### src/hdl/spk_pkg.sv
// ----------------------------------------------------------------------------
// spk_pkg
// Shared constants, types and round functions for the Speck128/128 cipher.
// ----------------------------------------------------------------------------
package spk_pkg;

  localparam int NUM_ROUNDS = 32;
  localparam int WORD_W     = 64;
  localparam int ROT_A      = 8;
  localparam int ROT_B      = 3;
  localparam int RK_IDX_W   = (NUM_ROUNDS > 1) ? $clog2(NUM_ROUNDS) : 1;
  localparam int CFG_IDX_W  = 8;

  typedef logic [WORD_W-1:0]    word_t;
  typedef logic [CFG_IDX_W-1:0] cfg_idx_t;
  typedef logic [RK_IDX_W-1:0]  rk_idx_t;

  localparam cfg_idx_t REG_KEY_LOW  = cfg_idx_t'(0);
  localparam cfg_idx_t REG_KEY_HIGH = cfg_idx_t'(1);

  typedef enum logic {
    OP_ENC = 1'b0,
    OP_DEC = 1'b1
  } op_t;

  typedef struct packed {
    word_t x;
    word_t y;
  } pair_t;

  typedef struct packed {
    logic  op;
    word_t x;
    word_t y;
  } blk_t;

  function automatic word_t ror_a(input word_t v);
    return {v[ROT_A-1:0], v[WORD_W-1:ROT_A]};
  endfunction

  function automatic word_t rol_a(input word_t v);
    return {v[WORD_W-ROT_A-1:0], v[WORD_W-1:WORD_W-ROT_A]};
  endfunction

  function automatic word_t ror_b(input word_t v);
    return {v[ROT_B-1:0], v[WORD_W-1:ROT_B]};
  endfunction

  function automatic word_t rol_b(input word_t v);
    return {v[WORD_W-ROT_B-1:0], v[WORD_W-1:WORD_W-ROT_B]};
  endfunction

  function automatic pair_t fwd_round(input word_t x, input word_t y, input word_t k);
    pair_t r;
    r.x = (ror_a(x) + y) ^ k;
    r.y = rol_b(y) ^ r.x;
    return r;
  endfunction

  function automatic pair_t inv_round(input word_t x, input word_t y, input word_t k);
    pair_t r;
    r.y = ror_b(y ^ x);
    r.x = rol_a((x ^ k) - r.y);
    return r;
  endfunction

endpackage

### src/hdl/spk_stage.sv
// ----------------------------------------------------------------------------
// spk_stage
// One registered cipher round, forward or inverse as the item's op selects.
// ----------------------------------------------------------------------------
module spk_stage (
  input  logic            clk,
  input  logic            rst,
  input  spk_pkg::word_t  key_enc,
  input  spk_pkg::word_t  key_dec,
  input  logic            up_valid,
  input  spk_pkg::blk_t   up_item,
  output logic            up_ready,
  output logic            dn_valid,
  output spk_pkg::blk_t   dn_item,
  input  logic            dn_ready
);

  spk_pkg::pair_t res;

  assign up_ready = !dn_valid || dn_ready;

  always_comb begin
    if (up_item.op == spk_pkg::OP_DEC) begin
      res = spk_pkg::inv_round(up_item.x, up_item.y, key_dec);
    end else begin
      res = spk_pkg::fwd_round(up_item.x, up_item.y, key_enc);
    end
  end

  always_ff @(posedge clk) begin
    if (rst) begin
      dn_valid <= 1'b0;
    end else if (up_ready) begin
      dn_valid <= up_valid;
    end
  end

  always_ff @(posedge clk) begin
    if (up_ready && up_valid) begin
      dn_item <= '{op: up_item.op, x: res.x, y: res.y};
    end
  end

endmodule

### config.mk
export PLATFORM = sky130hd
export DESIGN_NAME = spk_stage
export DESIGN_NICKNAME = d
export VERILOG_FILES = /design/src/hdl/spk_pkg.sv /design/src/hdl/spk_stage.sv
export SDC_FILE = /design/constraint.sdc
export NUM_CORES = 1
export LEC_CHECK = 0
export BUFFER_PORTS_ARGS = -buffer_cell sky130_fd_sc_hd__buf_2
export CORE_UTILIZATION = 55
export CTS_BUF_LIST = sky130_fd_sc_hd__clkbuf_16
export DETAILED_ROUTE_END_ITERATION = 10
export GPL_ROUTABILITY_DRIVEN = 1
export MAX_ROUTING_LAYER = met4
export PLACE_DENSITY = 0.87
export SYNTH_ARGS = -nofsm -noshare
export SYNTH_HDL_FRONTEND = slang
export SYNTH_SLANG_ARGS = --single-unit
### constraint.sdc
create_clock -name clk -period 4.95 [get_ports clk]
set_input_delay 0.2475 -clock clk [delete_from_list [all_inputs] [get_ports clk]]
set_output_delay 0.2475 -clock clk [all_outputs]
set_load 0.05 [all_outputs]
==> qor.csv, run 1 <==
metric;value;unit
p_leak;0.007788;uW
critPathTopFamily;compound AO/OA/AOI/OAI gates;
seq_area_frac_synth;25.96;%
setup_viol;0;
grt_max_degree;86;
synth_fp_nets;2125;
hp-class;input pin to flip-flop;
fp.dieW;167.2;um
die-area;27940;um2
numPortBuffers;391;
slew_viol_final;0;
dr.pass1.iters;5;
timing.hold.ws;0.05029;ns
worstHoldStart;up_valid;
gp_congestion;1.053;
max_freq;0.2512;GHz
detailed_place_hpwl;47820;um
grt.overflow.total;0;
yosys-top-cells-area;edfxtp_1 (26%), xnor2_1 (14%), ha_1 (11%);
cts_sinks;130;
wirelength;58660;um
vias;15480;
pin_count;392;
drtIter0Drc;1687;
hold_viol;0;
grt_pass1_vias;14510;
clk_pin_slew;0.07;ns
syn_avg_cell_area;8.641;um2
async_flop_share;0;%
maxCapViolations;0;
cp.arrival;4.13;ns
worst_pin_slew;0.8772;ns
yosysWarnings;0;
cpMostUsedCell;xnor2_1;
setup_ws;0.9688;ns
synth_top_area_share;25.82;%
synth_ff_type;edfxtp_1;
synth_cell_types;71;
grt_usage;41.76;%
ys_ff_latch;130;
end_kind;flip-flop;
fp-row-count;60;
grt_pass1_wl;85570;um
synth_area;15000;um2
synth_edf_count;129;
crit_type;input pin to flip-flop;
final_nets;2464;
drc;0;
finalCriticalPeriod;3.981;ns
start_util;55.81;%
rr_startpoint;dn_valid;
critPathBufInv;1;
ir_drop;218.2;uV
routedWlPerCell;24.14;um
grt_antenna_before_repair;1;
cts_tree;yes;
vias_per_cell;6.369;
critPathLaunchType;input pin;
fin_skew;0.01391;ns
root_buffer;clkbuf_16;
drive_gt1_share;21.55;%
slowest_delay;0.55;ns
synth_top_area_cell;edfxtp_1;
max-slew-margin-rel;41.52;%
design.core.area;26880;um2
syn_inst;1736;
areaGrowthSynthToFinish;18.60;%
fillCellCount;2306;
h-tree-depth;4;
cts_max_path_buffers;2;
ant_nets;0;
status;finished, final reports clean;
postCtsSetupRepairBufs;0;
required;5.10;ns
die_h;167.2;um
pwr_density_cell;364.7;nW/um2
dp_slack;0.5736;ns
crit_chain;buf_2, xnor2_1, ha_1, nand2b_1, a21oi_1, o31a_1, a221o_1, a21o_1, o31ai_1, o21ai_1, a2111oi_2, nor2_1, xnor2_1, mux2i_1;
crit_path_start;up_item[68];
path_max_fanout;4;
period_share;80.43;%
cts_inserted_buffers;17;
clk_latency;0.43;ns
fin_setup_tns;0;ns
slowest_stage;o31ai_1;
rsz0062_at_grt;no;
worst paths after layout:
path / end / slack [ns] / cells after the start
hold reg to reg: dn_valid / 0.52 / 2
setup / recovery: dn_item[127] / 0.97 / 14
setup reg to reg: dn_item[30] / 2.96 / 3
hold / removal: dn_valid / 0.05 / 3
flip-flops by register name (all words and copies together) (netlist names):
name,count
dn_item,129
dn_valid,1
metal layers:
metal  share of wire, %  GRT usage (%)
met1                 41          52.80
met2                 46          66.38
met3                9.3          6.216
met4                4.5          18.35
met5                  0              -
cell usage after synthesis (17+ instances only):
cell and n:
nor2_1 143, ha_1 126, nor3_1 18, xnor2_1 244, nand3_1 20, a21oi_1 207, inv_1 32, nand4_1 41
a31oi_1 24, xor2_1 124, edfxtp_1 129, o21a_1 17, clkbuf_1 72, o21ai_0 97, a21o_1 80, o21bai_1 29
nand2_1 117, mux2i_1 30
timing repair:
item / in CTS / in global routing
endpoints found under the hold margin: 1 / 0
hold buffers: 1 / 0
resized for setup: 0 / 0
layout make-up:
| type | instances | area [um2] | area share (%) |
|---|---|---|---|
| multi-input combinational | 1496 | 10690 | 60.10 |
| sequential | 130 | 3894 | 21.89 |
| timing repair buffer | 398 | 2014 | 11.32 |
| tap | 341 | 426.7 | 2.398 |
| clock buffer | 17 | 425.4 | 2.391 |
| clock inverter | 15 | 216.5 | 1.217 |
| inverter | 32 | 120.1 | 0.6752 |
| antenna | 1 | 2.502 | 0.01407 |
layout by cell type, fill, tap and decap left out, drive strengths merged, types with 20 or more instances in the layout:
cell type  Yosys  routed
mux2i         30      30
a31oi         24      24
xor2         124     124
xnor2        244     244
a21oi        208     208
nand4         41      41
inv           32      34
o21bai        29      29
nand2        117     117
edfxtp       129     129
buf            6     397
ha           126     126
nand3         20      20
o21ai        102     102
a21o          80      80
nor2         143     143
per-stage QoR:
stage,power [uW],cells,utilization [%],area (um2)
floorplan,3984,1736,-,15000
global placement,4924,2396,63.76,17140
detailed placement,4934,2396,63.76,17140
CTS,6419,2429,66.19,17790
global route,6730,2430,66.20,17790
finish,6487,2430,66.20,17790
logic make-up (layout without fill, tap and decap cells):
| kind of cell | Yosys count | in the layout | share of synthesized area [%] |
|---|---|---|---|
| mux | 31 | 31 | 2.077 |
| fa+ha+maj | 128 | 128 | 10.78 |
| compound gates | 543 | 543 | 22.51 |
| xor+xnor | 377 | 377 | 22.85 |
| flops | 130 | 130 | 25.96 |
| buf+inv | 110 | 462 | 2.786 |
| simple gates | 417 | 417 | 13.04 |
| other cells | 0 | 1 | 0 |
worst register-to-register path, delay by kind of cell, from the launching register on:
family	cells	cell delay, ns
buffers and inverters	1	0.70
AND/OR/NAND/NOR	2	0.51
flip-flops	1	0.31
where the power goes:
group	internal, uW	switching (uW)
Clock	894	584
Sequential	1460	60.6
Combinational	1180	2310
No activity file was read; power rests on OpenSTA's default activity.
==> inputs of run 2 (changes only) <==
Settings changed: CORE_UTILIZATION 55 to 50, PLACE_DENSITY 0.87 to 0.83.
Clock period 4.95 ns to 3.6 ns, I/O delays scaled along.
==> run 2 against run 1 <==
  * Global-route usage shrank 0.52 points
  * Largest cell class unchanged
  * Setup slack worse by 0.85 ns
  * Design area grew 11%
  * Count of clock-buffer cells in the layout stayed put
  * Core utilization rose by 0.80 points
==> qor.csv, run 2 (synthesis results as in run 1) <==
metric;value;unit
status;finished, final reports clean;
final_core_util;66.99;%
switching_share;44.72;%
ir_drop;340.9;uV
numPortBuffers;391;
fillCellCount;2554;
clk_pin_slew;0.07;ns
path_max_fanout;4;
setup_viol;0;
largest_reg_flops;129;
max-slew-margin-rel;37.83;%
drive_gt1_share;30.23;%
slew_viol_final;0;
cts_max_path_buffers;2;
multiInputGateArea;10740;um2
grt.overflow.total;0;
power.total;9358;uW
largestRegisters;dn_item (129), dn_valid (1);
mostFrequentLayoutCell;buf_2;
grt_antenna_before_repair;0;
worst_pin_slew;0.9325;ns
ant_nets;0;
period_share;96.58;%
grt_max_degree;130;
cts_tree;yes;
antenna_cells;0;
top_register;dn_item;
die_h;175.2;um
hold_viol;0;
clk_latency;0.44;ns
end_kind;flip-flop;
slowest_delay;0.44;ns
hp-class;input pin to flip-flop;
p_leak;0.009013;uW
fin_setup_tns;0;ns
drc;0;
detailed_place_hpwl;51690;um
die-area;30700;um2
vias;16570;
cp.arrival;3.65;ns
areaGrowthSynthToFinish;32.01;%
slowest_stage;a2111oi_2;
grt_pass1_wl;92810;um
cts_sinks;130;
clkPwrFrac;20.6;%
pwr_density_cell;472.6;nW/um2
grt_usage;41.24;%
comb_power_share;57.1;%
fp.dieW;175.2;um
cpMostUsedCell;buf_4;
fin_area;19800;um2
cts_inserted_buffers;17;
wirelength;63020;um
routedWlPerCell;23.07;um
required;3.78;ns
grt_pass1_vias;16040;
fp-row-count;63;
root_buffer;clkbuf_16;
drtIter0Drc;1679;
start_util;50.75;%
crit_chain;buf_2, ha_1, inv_1, fa_1, nor2b_1, o21ai_0, a21boi_2, o21a_1, o2111ai_2, a2111oi_2, buf_4, nor4_4, o31ai_1, buf_4, a31oi_1, xnor3_1, mux2i_1;
p_seq_share;22.3;%
placed_cell_area;19110;um2
gp_congestion;1.041;
maxCapViolations;0;
final_cell_mix;buf_2 (390), buf_4 (258), xnor2_1 (244), a21oi_1 (206), nor2_1 (143);
finalCriticalPeriod;3.477;ns
dr.pass1.iters;6;
pin_count;392;
p_int;5173;uW
h-tree-depth;4;
crit_type;input pin to flip-flop;
layout.area.seq;3894;um2
power.net_switching;4185;uW
vias_per_cell;6.065;
final_nets;2718;
critPathLaunchType;input pin;
design.core.area;29560;um2
fin_skew;0.007779;ns
max_freq;0.2876;GHz
==> run 2: changes by cell type in the layout (fill, tap and decap cells not counted), sizes merged <==
cell         delta
clkinv          +1
diode           -1
buf           +253
dlygate4sd3     +1
bufinv          -1
==> run 2: critical path, delay by kind of cell <==
| family | cells | cell delay [ns] |
|---|---|---|
| AO/OA/AOI/OAI | 7 | 1.75 |
| XOR/XNOR | 1 | 0.28 |
| adder cells (fa/ha/maj) | 2 | 0.58 |
| buffers and inverters | 4 | 0.54 |
| multiplexers | 1 | 0.09 |
| AND/OR/NAND/NOR | 2 | 0.22 |
==> run 2: per-stage QoR <==
stage / instances / hold WS [ns] / setup WS, ns
3_5_place_dp: 2697 / 0.3405 / -0.4758
6_report: 2732 / 0.2108 / 0.1231
3_3_place_gp: 2697 / 0.3334 / -0.3763
5_1_grt: 2732 / 0.2023 / -0.03354
4_1_cts: 2731 / 0.2000 / 0.03733
2_1_floorplan: 1736 / 0.2491 / 0.1729
==> run 2: area by class of cell <==
class | count | share of cell area (%)
Clock buffer | 17 | 2.148
Clock inverter | 15 | 0.9604
Inverter | 32 | 0.6066
Multi-Input combinational cell | 1496 | 54.22
Sequential cell | 130 | 19.66
Tap cell | 390 | 2.464
Timing Repair Buffer | 652 | 19.94
==> run 2: what timing repair did <==
action / 4_1_cts / 5_1_grt
pin swaps: 0 / 1
setup buffers: 0 / 1
endpoints found under the hold margin: 1 / 0
gates resized for setup: 1 / 8
endpoints found under the setup margin: 2 / 19
gates cloned: 0 / 0
hold buffers: 2 / 0
==> run 2: worst paths after layout <==
| check | start | to | slack, ns | depth (start not counted) |
|---|---|---|---|---|
| max | up_item[72] | dn_item[42] | 0.12 | 17 |
| min | up_item[18] | dn_item[21] | 0.21 | 4 |
| max reg2reg | dn_valid | dn_item[100] | 2.02 | 3 |
| min reg2reg | dn_valid | dn_valid | 1.07 | 3 |
==> run 2: power groups by stage <==
stage	combinational [uW]	sequential [uW]	clock, uW
after floorplan	2580	2890	0
after global placement	5140	2110	0
after detailed placement	5170	2110	0
after CTS	5220	2090	1940
after global routing	5640	2100	1990
final	5350	2090	1920
==> run 2: layer usage <==
| layer | vias to the layer above | global-route usage [%] | routed length, um |
|---|---|---|---|
| met5 | - | - | 0 |
| met4 | 0 | 17.21 | 2641 |
| met3 | 178 | 5.440 | 5521 |
| met2 | 1120 | 65.74 | 29070 |
| met1 | 7748 | 52.54 | 25790 |
| li1 | 7523 | - | - |
